**src/design/assert_macros.svh**
```systemverilog
// Assertion macros shared by the I2C register master RTL.
`ifndef ASSERT_MACROS_SVH
`define ASSERT_MACROS_SVH

// Property that must hold in the same cycle as its trigger.
`define ASSERT_SAME_CYCLE(label, clk, rst_n, trig, expr) \
    label: assert property (@(posedge clk) disable iff (!rst_n) (trig) |-> (expr)) \
        else $error("same-cycle assertion failed");

// Property that must hold in the cycle after its trigger.
`define ASSERT_NEXT_CYCLE(label, clk, rst_n, trig, expr) \
    label: assert property (@(posedge clk) disable iff (!rst_n) (trig) |=> (expr)) \
        else $error("next-cycle assertion failed");

`endif

```
**src/design/i2cm_pkg.sv**
```systemverilog
// Types and constants of the I2C register master.
`default_nettype none

package i2cm_pkg;

    // Command codes carried with each tick.
    localparam logic [1:0] CMD_TICK  = 2'd0;
    localparam logic [1:0] CMD_WRITE = 2'd1;
    localparam logic [1:0] CMD_READ  = 2'd2;

    localparam logic [6:0] DEFAULT_DEVICE_ADDRESS = 7'h68;

    // Sequencer phases, one-hot.
    typedef enum logic [15:0] {
        PH_IDLE = 16'h0001,
        PH_RS0  = 16'h0002,
        PH_ST0  = 16'h0004,
        PH_ST1  = 16'h0008,
        PH_ST2  = 16'h0010,
        PH_WL   = 16'h0020,
        PH_WH   = 16'h0040,
        PH_WAL  = 16'h0080,
        PH_WAH  = 16'h0100,
        PH_RL   = 16'h0200,
        PH_RH   = 16'h0400,
        PH_MAL  = 16'h0800,
        PH_MAH  = 16'h1000,
        PH_SP0  = 16'h2000,
        PH_SP1  = 16'h4000,
        PH_SP2  = 16'h8000
    } phase_t;

    // Which byte of the transaction is on the bus.
    typedef enum logic [2:0] {
        STG_ADDRW = 3'd0,
        STG_REG   = 3'd1,
        STG_VAL   = 3'd2,
        STG_ADDRR = 3'd3,
        STG_DATA  = 3'd4
    } stage_t;

    // Result of one tick.
    typedef struct packed {
        logic       scl_out;
        logic       sda_release;
        logic       busy_res;
        logic [7:0] read_data;
        logic       read_valid;
        logic       last_byte;
        logic       ack_missing;
        logic       done_res;
    } res_t;

endpackage

`default_nettype wire

```
**src/design/i2cm_channels.sv**
```systemverilog
// Valid/ready channel interfaces for tick input and bus result output.
`default_nettype none

interface i2cm_in_if;
    logic       valid;
    logic       ready;
    logic [1:0] command;
    logic [7:0] reg_address;
    logic [7:0] write_value;
    logic [7:0] read_length;
    logic       sda_in;

    modport source (output valid, command, reg_address, write_value, read_length, sda_in,
                    input ready);
    modport sink (input valid, command, reg_address, write_value, read_length, sda_in,
                  output ready);
endinterface

interface i2cm_out_if;
    logic       valid;
    logic       ready;
    logic       scl_out;
    logic       sda_release;
    logic       busy_res;
    logic [7:0] read_data;
    logic       read_valid;
    logic       last_byte;
    logic       ack_missing;
    logic       done_res;

    modport source (output valid, scl_out, sda_release, busy_res, read_data, read_valid,
                    last_byte, ack_missing, done_res, input ready);
    modport sink (input valid, scl_out, sda_release, busy_res, read_data, read_valid,
                  last_byte, ack_missing, done_res, output ready);
endinterface

`default_nettype wire

```
**src/design/i2cm_seq.sv**
```systemverilog
// Bus sequencer: state registers and the per-tick next-state and result logic.
`default_nettype none

module i2cm_seq (
    input  wire logic           clk,
    input  wire logic           rst_n,
    input  wire logic           cfg_write_en,
    input  wire logic [6:0]     cfg_write_data,
    input  wire logic           tick,
    input  wire logic [1:0]     command,
    input  wire logic [7:0]     reg_address,
    input  wire logic [7:0]     write_value,
    input  wire logic [7:0]     read_length,
    input  wire logic           sda_in,
    output i2cm_pkg::res_t      res
);
    import i2cm_pkg::*;

    logic [6:0] dev_addr_reg;
    phase_t     phase_reg, phase_next;
    stage_t     stage_reg, stage_next;
    logic [2:0] bit_index_reg, bit_index_next;
    logic [7:0] bytes_left_reg, bytes_left_next;
    logic [7:0] shift_byte_reg, shift_byte_next;
    logic [7:0] latched_reg_reg, latched_reg_next;
    logic [7:0] latched_val_reg, latched_val_next;
    logic       is_read_reg, is_read_next;
    logic       nack_reg, nack_next;

    // Device address register.
    always_ff @(posedge clk or negedge rst_n)
    begin
        if (!rst_n)
        begin
            dev_addr_reg <= DEFAULT_DEVICE_ADDRESS;
        end
        else if (cfg_write_en)
        begin
            dev_addr_reg <= cfg_write_data;
        end
    end

    // Next state and bus levels for one tick.
    always_comb
    begin
        phase_t     cur;
        logic       start;
        logic       bitv;
        logic [7:0] bl_dec;

        start = (phase_reg == PH_IDLE) && ((command == CMD_WRITE) || (command == CMD_READ));

        phase_next       = phase_reg;
        stage_next       = stage_reg;
        bit_index_next   = bit_index_reg;
        bytes_left_next  = bytes_left_reg;
        shift_byte_next  = shift_byte_reg;
        latched_reg_next = latched_reg_reg;
        latched_val_next = latched_val_reg;
        is_read_next     = is_read_reg;
        nack_next        = nack_reg;
        bitv             = 1'b1;
        bl_dec           = bytes_left_reg;

        res             = '0;
        res.scl_out     = 1'b1;
        res.sda_release = 1'b1;

        // A new transaction latches its operands and enters the start at once.
        cur = phase_reg;
        if (start)
        begin
            latched_reg_next = reg_address;
            latched_val_next = write_value;
            bytes_left_next  = read_length;
            is_read_next     = (command == CMD_READ);
            nack_next        = 1'b0;
            stage_next       = STG_ADDRW;
            cur              = PH_ST0;
        end
        res.busy_res = (cur != PH_IDLE);

        case (cur)
            PH_IDLE:
            begin
                phase_next = PH_IDLE;
            end
            PH_RS0:
            begin
                res.scl_out = 1'b0;
                phase_next  = PH_ST0;
            end
            PH_ST0:
            begin
                phase_next = PH_ST1;
            end
            PH_ST1:
            begin
                res.sda_release = 1'b0;
                phase_next      = PH_ST2;
            end
            PH_ST2:
            begin
                res.scl_out     = 1'b0;
                res.sda_release = 1'b0;
                shift_byte_next = {dev_addr_reg, stage_reg == STG_ADDRR};
                bit_index_next  = 3'd7;
                phase_next      = PH_WL;
            end
            PH_WL:
            begin
                res.scl_out     = 1'b0;
                res.sda_release = shift_byte_reg[bit_index_reg];
                phase_next      = PH_WH;
            end
            PH_WH:
            begin
                res.sda_release = shift_byte_reg[bit_index_reg];
                if (bit_index_reg == 3'd0)
                begin
                    phase_next = PH_WAL;
                end
                else
                begin
                    bit_index_next = bit_index_reg - 3'd1;
                    phase_next     = PH_WL;
                end
            end
            PH_WAL:
            begin
                res.scl_out = 1'b0;
                phase_next  = PH_WAH;
            end
            PH_WAH:
            begin
                if (sda_in)
                begin
                    nack_next = 1'b1;
                end
                // Pick the byte that follows the acknowledged one.
                if (stage_reg == STG_ADDRW)
                begin
                    stage_next      = STG_REG;
                    shift_byte_next = latched_reg_reg;
                    bit_index_next  = 3'd7;
                    phase_next      = PH_WL;
                end
                else if (stage_reg == STG_REG)
                begin
                    if (is_read_reg)
                    begin
                        stage_next = STG_ADDRR;
                        phase_next = PH_RS0;
                    end
                    else
                    begin
                        stage_next      = STG_VAL;
                        shift_byte_next = latched_val_reg;
                        bit_index_next  = 3'd7;
                        phase_next      = PH_WL;
                    end
                end
                else if ((stage_reg == STG_ADDRR) && (bytes_left_reg != 8'd0))
                begin
                    stage_next      = STG_DATA;
                    shift_byte_next = 8'd0;
                    bit_index_next  = 3'd7;
                    phase_next      = PH_RL;
                end
                else
                begin
                    phase_next = PH_SP0;
                end
            end
            PH_RL:
            begin
                res.scl_out = 1'b0;
                phase_next  = PH_RH;
            end
            PH_RH:
            begin
                if (sda_in)
                begin
                    shift_byte_next[bit_index_reg] = 1'b1;
                end
                if (bit_index_reg == 3'd0)
                begin
                    res.read_valid = 1'b1;
                    res.read_data  = shift_byte_next;
                    res.last_byte  = (bytes_left_reg <= 8'd1);
                    phase_next     = PH_MAL;
                end
                else
                begin
                    bit_index_next = bit_index_reg - 3'd1;
                    phase_next     = PH_RL;
                end
            end
            PH_MAL:
            begin
                res.scl_out     = 1'b0;
                res.sda_release = (bytes_left_reg <= 8'd1);
                phase_next      = PH_MAH;
            end
            PH_MAH:
            begin
                bitv            = (bytes_left_reg <= 8'd1);
                res.sda_release = bitv;
                if (bytes_left_reg != 8'd0)
                begin
                    bl_dec = bytes_left_reg - 8'd1;
                end
                bytes_left_next = bl_dec;
                if (bl_dec == 8'd0)
                begin
                    phase_next = PH_SP0;
                end
                else
                begin
                    shift_byte_next = 8'd0;
                    bit_index_next  = 3'd7;
                    phase_next      = PH_RL;
                end
            end
            PH_SP0:
            begin
                res.scl_out     = 1'b0;
                res.sda_release = 1'b0;
                phase_next      = PH_SP1;
            end
            PH_SP1:
            begin
                res.sda_release = 1'b0;
                phase_next      = PH_SP2;
            end
            PH_SP2:
            begin
                res.done_res = 1'b1;
                phase_next   = PH_IDLE;
            end
            default:
            begin
                res.busy_res = 1'b0;
                phase_next   = PH_IDLE;
            end
        endcase

        res.ack_missing = nack_next;
    end

    // State advances once per accepted tick.
    always_ff @(posedge clk or negedge rst_n)
    begin
        if (!rst_n)
        begin
            phase_reg       <= PH_IDLE;
            stage_reg       <= STG_ADDRW;
            bit_index_reg   <= 3'd0;
            bytes_left_reg  <= 8'd0;
            shift_byte_reg  <= 8'd0;
            latched_reg_reg <= 8'd0;
            latched_val_reg <= 8'd0;
            is_read_reg     <= 1'b0;
            nack_reg        <= 1'b0;
        end
        else if (tick)
        begin
            phase_reg       <= phase_next;
            stage_reg       <= stage_next;
            bit_index_reg   <= bit_index_next;
            bytes_left_reg  <= bytes_left_next;
            shift_byte_reg  <= shift_byte_next;
            latched_reg_reg <= latched_reg_next;
            latched_val_reg <= latched_val_next;
            is_read_reg     <= is_read_next;
            nack_reg        <= nack_next;
        end
    end

endmodule

`default_nettype wire

```
**src/design/i2cm_out.sv**
```systemverilog
// Result register that holds one tick's bus levels until the consumer takes them.
`default_nettype none

module i2cm_out (
    input  wire logic           clk,
    input  wire logic           rst_n,
    input  wire logic           tick,
    input  wire i2cm_pkg::res_t res,
    input  wire logic           out_ready,
    output logic                take_ok,
    output logic                out_valid,
    output i2cm_pkg::res_t      out_res
);
    import i2cm_pkg::*;

    logic valid_reg;
    res_t res_reg;

    // A new tick is taken when the register is empty or drains this cycle.
    assign take_ok   = !valid_reg || out_ready;
    assign out_valid = valid_reg;
    assign out_res   = res_reg;

    // Valid flag.
    always_ff @(posedge clk or negedge rst_n)
    begin
        if (!rst_n)
        begin
            valid_reg <= 1'b0;
        end
        else if (tick)
        begin
            valid_reg <= 1'b1;
        end
        else if (out_ready)
        begin
            valid_reg <= 1'b0;
        end
    end

    // Payload.
    always_ff @(posedge clk)
    begin
        if (tick)
        begin
            res_reg <= res;
        end
    end

endmodule

`default_nettype wire

```
**src/design/i2c_register_master_top.sv**
```systemverilog
// Top level of the I2C register master: tick channel in, bus level channel out.
`default_nettype none

// I2C register master. Every input transaction is one half-bit tick and yields
// exactly one output transaction with the SCL and SDA levels for that tick, the
// busy flag, a finished read byte and the sticky missing-ACK flag. A tick that
// arrives while idle with command write or read starts that register transaction.
// One tick is accepted every clock cycle; the result is held in the output register
// and the input stalls only while that register is full and not taken. The user
// must write the device address through cfg_write_en and cfg_write_data only
// while no transaction is in flight; the block itself does not enforce this.
module i2c_register_master_top (
    input  wire logic       clk,
    input  wire logic       rst_n,
    input  wire logic       cfg_write_en,
    input  wire logic [6:0] cfg_write_data,
    i2cm_in_if.sink         in_ch,
    i2cm_out_if.source      out_ch
);
    import i2cm_pkg::*;

    logic tick;
    logic take_ok;
    res_t res;
    res_t out_res;

    assign in_ch.ready = take_ok;
    assign tick        = in_ch.valid && take_ok;

    // Sequencer.
    i2cm_seq u_seq (
        .clk            (clk),
        .rst_n          (rst_n),
        .cfg_write_en   (cfg_write_en),
        .cfg_write_data (cfg_write_data),
        .tick           (tick),
        .command        (in_ch.command),
        .reg_address    (in_ch.reg_address),
        .write_value    (in_ch.write_value),
        .read_length    (in_ch.read_length),
        .sda_in         (in_ch.sda_in),
        .res            (res)
    );

    // Output register.
    i2cm_out u_out (
        .clk       (clk),
        .rst_n     (rst_n),
        .tick      (tick),
        .res       (res),
        .out_ready (out_ch.ready),
        .take_ok   (take_ok),
        .out_valid (out_ch.valid),
        .out_res   (out_res)
    );

    assign out_ch.scl_out     = out_res.scl_out;
    assign out_ch.sda_release = out_res.sda_release;
    assign out_ch.busy_res    = out_res.busy_res;
    assign out_ch.read_data   = out_res.read_data;
    assign out_ch.read_valid  = out_res.read_valid;
    assign out_ch.last_byte   = out_res.last_byte;
    assign out_ch.ack_missing = out_res.ack_missing;
    assign out_ch.done_res    = out_res.done_res;

    // Checks on the sequencer results.
`include "assert_macros.svh"
    `ASSERT_NEXT_CYCLE(a_tick_gives_result, clk, rst_n, tick, out_ch.valid)
    `ASSERT_SAME_CYCLE(a_read_while_busy, clk, rst_n, out_ch.valid && out_ch.read_valid,
                       out_ch.busy_res)
    `ASSERT_SAME_CYCLE(a_last_with_valid, clk, rst_n, out_ch.valid && out_ch.last_byte,
                       out_ch.read_valid)
    `ASSERT_SAME_CYCLE(a_done_releases, clk, rst_n, out_ch.valid && out_ch.done_res,
                       out_ch.scl_out && out_ch.sda_release)

endmodule

`default_nettype wire
```
**src/flat_wrapper.sv**
```systemverilog
// flat-port wrapper written by rule: the top's interface ports become plain ports
module i2c_register_master_top_flat import i2cm_pkg::*;
  (clk, rst_n, cfg_write_en, cfg_write_data, in_ch_valid, in_ch_command, in_ch_reg_address, in_ch_write_value, in_ch_read_length, in_ch_sda_in, in_ch_ready, out_ch_valid, out_ch_scl_out, out_ch_sda_release, out_ch_busy_res, out_ch_read_data, out_ch_read_valid, out_ch_last_byte, out_ch_ack_missing, out_ch_done_res, out_ch_ready);
  i2cm_in_if in_ch_i ();
  i2cm_out_if out_ch_i ();
  input  wire logic clk;
  input  wire logic rst_n;
  input  wire logic cfg_write_en;
  input  wire logic [6:0] cfg_write_data;
  input wire logic [$bits(in_ch_i.valid)-1:0] in_ch_valid;
  input wire logic [$bits(in_ch_i.command)-1:0] in_ch_command;
  input wire logic [$bits(in_ch_i.reg_address)-1:0] in_ch_reg_address;
  input wire logic [$bits(in_ch_i.write_value)-1:0] in_ch_write_value;
  input wire logic [$bits(in_ch_i.read_length)-1:0] in_ch_read_length;
  input wire logic [$bits(in_ch_i.sda_in)-1:0] in_ch_sda_in;
  output wire logic [$bits(in_ch_i.ready)-1:0] in_ch_ready;
  output wire logic [$bits(out_ch_i.valid)-1:0] out_ch_valid;
  output wire logic [$bits(out_ch_i.scl_out)-1:0] out_ch_scl_out;
  output wire logic [$bits(out_ch_i.sda_release)-1:0] out_ch_sda_release;
  output wire logic [$bits(out_ch_i.busy_res)-1:0] out_ch_busy_res;
  output wire logic [$bits(out_ch_i.read_data)-1:0] out_ch_read_data;
  output wire logic [$bits(out_ch_i.read_valid)-1:0] out_ch_read_valid;
  output wire logic [$bits(out_ch_i.last_byte)-1:0] out_ch_last_byte;
  output wire logic [$bits(out_ch_i.ack_missing)-1:0] out_ch_ack_missing;
  output wire logic [$bits(out_ch_i.done_res)-1:0] out_ch_done_res;
  input wire logic [$bits(out_ch_i.ready)-1:0] out_ch_ready;
  assign in_ch_i.valid = in_ch_valid;
  assign in_ch_i.command = in_ch_command;
  assign in_ch_i.reg_address = in_ch_reg_address;
  assign in_ch_i.write_value = in_ch_write_value;
  assign in_ch_i.read_length = in_ch_read_length;
  assign in_ch_i.sda_in = in_ch_sda_in;
  assign in_ch_ready = in_ch_i.ready;
  assign out_ch_valid = out_ch_i.valid;
  assign out_ch_scl_out = out_ch_i.scl_out;
  assign out_ch_sda_release = out_ch_i.sda_release;
  assign out_ch_busy_res = out_ch_i.busy_res;
  assign out_ch_read_data = out_ch_i.read_data;
  assign out_ch_read_valid = out_ch_i.read_valid;
  assign out_ch_last_byte = out_ch_i.last_byte;
  assign out_ch_ack_missing = out_ch_i.ack_missing;
  assign out_ch_done_res = out_ch_i.done_res;
  assign out_ch_i.ready = out_ch_ready;
  i2c_register_master_top u_core (.clk(clk), .rst_n(rst_n), .cfg_write_en(cfg_write_en), .cfg_write_data(cfg_write_data), .in_ch(in_ch_i), .out_ch(out_ch_i));
endmodule
```
**config.mk**
```make
export PLATFORM = sky130hd
export DESIGN_NAME = i2c_register_master_top_flat
export DESIGN_NICKNAME = d
export VERILOG_FILES = /design/src/design/i2cm_pkg.sv /design/src/design/i2cm_channels.sv /design/src/design/i2cm_seq.sv /design/src/design/i2cm_out.sv /design/src/design/i2c_register_master_top.sv /design/src/flat_wrapper.sv
export VERILOG_INCLUDE_DIRS = /design/src /design/src/design
export SDC_FILE = /design/constraint.sdc
export NUM_CORES = 1
export LEC_CHECK = 0
export ABC_AREA = 1
export BUFFER_PORTS_ARGS = -buffer_cell sky130_fd_sc_hd__buf_2
export CORE_MARGIN = 3
export CORE_UTILIZATION = 53
export DETAILED_ROUTE_END_ITERATION = 8
export PLACE_DENSITY = 0.74
export SLEW_MARGIN = 0
export SYNTH_ARGS = -nofsm -noshare
export SYNTH_HDL_FRONTEND = slang
export SYNTH_HIERARCHICAL = 1
export SYNTH_SLANG_ARGS = --single-unit
```
**constraint.sdc**
```tcl
create_clock -name clk -period 2.3 [get_ports clk]
set_input_delay 0.345 -clock clk [delete_from_list [all_inputs] [get_ports clk]]
set_output_delay 0.345 -clock clk [all_outputs]
set_load 0.05 [all_outputs]
```
==> Word level (Yosys, flattened, before mapping) <==
Cells that the tools add are included.
{ "word_totals": {"wordCells": 123, "register_bits": 79, "output_inout_bits": 17} }
{ "op_classes": {"bitwise": 1, "n_eq_ne": 26, "n_mux": 46, "n_lt_le_gt_ge": 3, "n_addsub": 2, "n_reduce_logical": 26} }
{ "op_table": {"columns": ["op", "count"], "rows": [
  ["one-hot mux 16 bit (14 select lines)", 1],
  ["2-to-1 mux 8 bit", 11],
  ["2-to-1 mux 16 bit", 3],
  ["2-to-1 mux 3 bit", 11],
  ["== test 16 x 1 -> 1 bit (second input constant)", 2],
  ["one-hot mux 8 bit (4 select lines)", 1],
  ["2-to-1 mux 14 bit", 2],
  ["== test 16 x 10 -> 1 bit (second input constant)", 1],
  ["== test 16 x 11 -> 1 bit (second input constant)", 1],
  ["== test 16 x 12 -> 1 bit (second input constant)", 1],
  ["== test 16 x 13 -> 1 bit (second input constant)", 1],
  ["== test 16 x 14 -> 1 bit (second input constant)", 1],
  ["== test 16 x 15 -> 1 bit (second input constant)", 1],
  ["== test 16 bit (second input constant)", 1],
  ["== test 16 x 2 -> 1 bit (second input constant)", 1],
  ["== test 16 x 3 -> 1 bit (second input constant)", 1],
  ["== test 16 x 4 -> 1 bit (second input constant)", 1],
  ["== test 16 x 5 -> 1 bit (second input constant)", 1],
  ["== test 16 x 6 -> 1 bit (second input constant)", 1],
  ["== test 16 x 7 -> 1 bit (second input constant)", 1],
  ["== test 16 x 8 -> 1 bit (second input constant)", 1],
  ["== test 16 x 9 -> 1 bit (second input constant)", 1],
  ["inequality test 16 x 1 -> 1 bit (second input constant)", 1],
  ["OR reduction 16 bit", 1],
  ["other kinds (34)", 56]
]} }

==> Logic depth before layout (Yosys ltp) <==
{ "logic_depth": {"ltp_word": 9, "depth_mapped": 17, "depth_no_buf": 16} }

==> Modules after synthesis <==
Netlist, hierarchy kept.
{ "modules_own_cells": {"columns": ["module", "cells_each", "instances", "area_per_inst_um2", "seq_area_each_um2"], "rows": [
  ["i2cm_seq", 569, 1, 4005.1, 1581.5],
  ["i2cm_out", 20, 1, 495.5, 475.5],
  ["i2c_register_master_top", 2, 1, 7.5, 0.0]
]} }

==> Worst setup path after synthesis <==
OpenSTA, ideal clock, no wires.
{ "synth_timing": {"path_kind": "reg2reg", "from": "reg u_core.u_out.valid_reg (netlist: u_core/u_out/out_valid)", "to": "reg u_core.u_seq.nack_reg", "stages_incl_launch_ff": 8, "period_less_slack_ps": 2692, "arrival_time_ps": 2552, "required_ps": 2160, "path_buffers": 1, "path_slack_ps": -392, "path_cell_list": "dfrtp_1 -> nand2_2 -> nand2_1 -> inv_1 -> clkinv_1 -> nor2_1 -> clkbuf_1 -> o22ai_1"} }
{ "synth_via": {"elab_chain_len": 3} }
{ "synth_rtl": {"columns": ["item", "line", "rtl"], "rows": [
  ["start: declaration", "i2cm_out.sv:16", "logic valid_reg;"],
  ["start signal: assignment", "i2cm_out.sv:29", "valid_reg <= 1'b0;"],
  ["start signal: assignment", "i2cm_out.sv:33", "valid_reg <= 1'b1;"],
  ["start signal: assignment", "i2cm_out.sv:37", "valid_reg <= 1'b0;"],
  ["logical NOT 1 bit", "i2cm_out.sv:20", "assign take_ok = !valid_reg || out_ready;"],
  ["logical OR 1 bit", "i2cm_out.sv:20", null],
  ["net in_ch_ready", "flat_wrapper.sv:16", "output wire logic [$bits(in_ch_i.ready)-1:0] in_ch_ready;"],
  ["logical AND 1 bit", "i2c_register_master_top.sv:28", "assign tick = in_ch.valid && take_ok;"],
  ["net u_core.tick", "i2c_register_master_top.sv:22", "logic tick;"],
  ["end signal: assignment", "i2cm_seq.sv:276", "nack_reg <= nack_next;"],
  ["end: declaration", "i2cm_seq.sv:28", "logic nack_reg, nack_next;"]
]} }
The timed path passes the listed nets, and every way through them passes these cells.
A chain may end at the register's enable or synchronous reset.

==> Final worst setup path <==
{ "layout_timing": {"from": "reg u_core.u_seq.phase_reg[0]", "to": "reg u_core.u_seq.bit_index_reg[1]"} }
{ "layout_via": {"elab_chain_len": 7, "elab_cells_between_ends": 16} }
{ "layout_rtl": {"columns": ["item", "line", "rtl"], "rows": [
  ["start: declaration", "i2cm_seq.sv:20", "phase_t phase_reg, phase_next;"],
  ["start signal: assignment", "i2cm_seq.sv:268", "phase_reg <= phase_next;"],
  ["== test 16 x 1 -> 1 bit", "i2cm_seq.sv:51", "start = (phase_reg == PH_IDLE) && ((command == CMD_WRITE) || (command == CMD_READ));"],
  ["logical AND 1 bit", "i2cm_seq.sv:51", null],
  ["2-to-1 mux 16 bit (*)", "i2cm_seq.sv:71", "if (start)"],
  ["== test 16 x 7 -> 1 bit / == test 16 x 11 -> 1 bit (equally long branches)", "i2cm_seq.sv:83", "case (cur)"],
  ["OR reduction 2 bit (no source line)", null, null],
  ["inequality test 2 bit (no source line) / nonzero test 4 bit (equally long branches)", null, null],
  ["AND reduction 6 bit (no source line)", null, null],
  ["end signal: assignment", "i2cm_seq.sv:270", "bit_index_reg <= bit_index_next;"],
  ["end: declaration", "i2cm_seq.sv:22", "logic [2:0] bit_index_reg, bit_index_next;"]
]} }
Mark *: on every way between the ends. The rest lies on a longest branch, timed or not.

==> impl_metrics.tcl <==
set metrics [dict create \
    outcome "completed" \
    yosysSeqAreaShare_pct 45.63 \
    area_delta_synth_final_pct 22.59 \
    grt_max_degree 30 \
    fin_crit_ps 2255 \
    worst_ep_required_time_ps 2600 \
    postLayoutCellArea_um2 5527 \
    avgViaCountPerCell 5.513 \
    drc 0 \
    hp-class "in -> async" \
    overflow 0 \
    skew_ps 8.906 \
    yosysTopAreaCellShare_pct 33.31 \
    drive_above_1_share_pct 25.80 \
    dieHeight_um 98.23 \
    wl_per_cell_um 14.36 \
    cts_buffer_depth 2 \
    p_leak_nw 2.743 \
    ys_seq_elements 79 \
    path_clk_slew_ps 90 \
    globalplace.congestion 0.9925 \
    seqCellArea_um2 2059 \
    synth_nets 635 \
    placed_area_um2 5119 \
    synth_area_um2 4508 \
    tritoncts.num_buffers 9 \
    drv_cap 0 \
    cts.sinks 79 \
    multiInputGateArea_um2 2277 \
    grt_pass1_wl_um 18710 \
    grtUsageMet2_pct 37.23 \
    cp-endpoint "u_core/u_seq/bit_index_reg[1]$_DFFE_PN0P_" \
    endpoint_kind "flip-flop" \
    yosysWarnings 6 \
    synth_cell_types 40 \
    rr_startpoint "u_core/u_seq/phase_reg[0]$_DFFE_PN1P_" \
    yosys-top-cells-area "dfrtp_1 33%, nand2_1 15%, edfxtp_1 10%" \
    core_area_um2 8258 \
    r2r_end "u_core/u_seq/bit_index_reg[1]$_DFFE_PN0P_" \
    cp-startpoint "u_core/u_seq/phase_reg[0]$_DFFE_PN1P_" \
    final_common_cell "nand2_1" \
    drt-pass1-iter-count 6 \
    initialDrtViolationCount 330 \
    h-tree-depth 3 \
    pre_cts_ws_ps -33.85 \
    clock.fmax_mhz 443.5 \
    layout_common_cells "173 x nand2_1, 58 x dfrtp_1, 55 x buf_2" \
    drtAntennaViolNets 0 \
    slew_headroom_pct 55.33 \
    synth_area_leader_cell "dfrtp_1" \
    tritoncts "done" \
    synthCells 591 \
    slew_violations 0 \
    timing.final.ws_setup_ps 45.10 \
    antenna_cells 0 \
    fin_nets 725 \
    worst_pin_slew_ps 670.0 \
    ff2ff_path_depth 16 \
    drt-total-wl_um 11360 \
    synth_edf_count 15 \
    report.final.hold_viol_count 0 \
    setup_viol 0 \
    largest_reg_flops 16 \
    synth_ff_type "dfrtp_1" \
    vias 4361 \
    critPathMaxFanout 7 \
    top_usage_layer "met2" \
    clkLatencyLatePin_ps 360 \
    met3_usage_pct 3.500 \
    ys_async_sr_fraction_pct 81.01 \
    grt.total_usage_pct 23.65 \
    nFillCells 692 \
    rows 33 \
    die_x_um 98.23 \
    rrSetupSlack_ps 50 \
    p_per_area_nw_per_um2 1032 \
    io_pins 56 \
    start_kind "flip-flop" \
    final.setup.tns_ps 0 \
    post-route-period-util_pct 98.04 \
    holdBufCountCts 0 \
    place.port_buffers 55 \
    start_util_pct 54.59 \
    dp_hpwl_um 8232 \
    final_cells 791 \
    syn_avg_cell_area_um2 7.628 \
    placed_cells 767 \
    fp.dieArea_um2 9648 \
    antenna_found_initial 0 \
    rsz0062_at_grt "true" \
    root_buffer "clkbuf_8" \
    cp.arrival_ps 2550 \
    whs_ps 12.43 \
    ir_drop_uv 599.8 \
    path_class "reg -> reg" \
    first_global_vias 4049 \
    met1_usage_pct 32.09 \
]
power by group:
| part | internal, mW | switching, mW | total, mW |
|---|---|---|---|
| Sequential | 1.80 | 0.270 | 2.07 |
| Combinational | 0.947 | 1.62 | 2.57 |
| Clock | 0.506 | 0.559 | 1.07 |
cell families (layout without fill, tap and decap cells):
| group | Yosys count | in the layout | synth area share, % |
|---|---|---|---|
| buffers and inverters | 76 | 170 | 6.966 |
| xor gates and xnor gates | 3 | 3 | 0.5830 |
| AOI/OAI and AO/OA | 79 | 79 | 9.548 |
| adders and majority gates | 5 | 5 | 1.388 |
| and+or+nand+nor | 342 | 343 | 34.14 |
| DFF | 79 | 79 | 45.63 |
| muxes | 7 | 7 | 1.749 |
critical path, cell delays in order (launching register included):
cell and delay (ps):
dfstp_2 580, inv_2 50, nor2_4 100, nand2_2 50, nor2_2 90, nand3_2 120, nand2_2 100, nand2_4 80
nor2_4 220, buf_6 180, nand3_4 80, nand3_2 80, nor2_2 40, nor2_2 160, buf_4 150, nand3_1 60
nand2_1 60
Yosys cell counts, types with 3 or more instances:
cell type  count
nand2_1      178
dfrtp_1       60
nand3_1       54
inv_1         53
nor2_1        52
o21ai_0       41
edfxtp_1      15
nand4_1       14
o21ai_1       13
a21oi_1       12
clkbuf_1       8
or2_0          8
mux2_2         7
nor2_2         7
nor3_1         7
buf_2          5
ha_1           5
inv_2          5
nand3_2        5
nor4_1         5
dfstp_2        4
nand2_2        4
a31oi_1        3
timing repair:
action                                  in CTS  in global routing
endpoints found under the setup margin       0                 30
resized for setup                            0                 37
buffers inserted                             0                  7
area by class of cell:
| cell class | count | share of cell area (%) |
|---|---|---|
| timing repair buffer | 95 | 11.23 |
| sequential | 79 | 37.27 |
| inverter | 59 | 4.120 |
| tap | 105 | 2.377 |
| clock buffer | 11 | 2.943 |
| multi-input combinational | 437 | 41.20 |
| clock inverter | 5 | 0.8603 |
how the worst min path moves through the flow:
stage | startpoint | depth (start not counted) | end
floorplan | rst_n | 0 | u_core/u_out/out_valid$_DFFE_PN0P_
global placement | rst_n | 1 | u_core/u_seq/shift_byte_reg[6]$_DFFE_PN0P_
detailed placement | rst_n | 1 | u_core/u_seq/shift_byte_reg[6]$_DFFE_PN0P_
CTS | rst_n | 1 | u_core/u_seq/latched_val_reg[4]$_DFFE_PN0P_
global route | rst_n | 1 | u_core/u_seq/dev_addr_reg[1]$_DFFE_PN0P_
finish | rst_n | 1 | u_core/u_seq/shift_byte_reg[6]$_DFFE_PN0P_
routing by layer:
metal	vias up	share of wire [%]
met4	0	2.7
met5	-	0
met1	2028	44
met3	28	6.3
met2	174	48
li1	2131	-
stage by stage:
step | util (%) | power, mW
after floorplan | - | 3.715
after global placement | 61.98 | 4.360
after detailed placement | 61.98 | 4.438
after CTS | 64.53 | 5.514
after global routing | 66.92 | 6.133
final | 66.92 | 5.701
No activity file was read; power rests on OpenSTA's default activity.
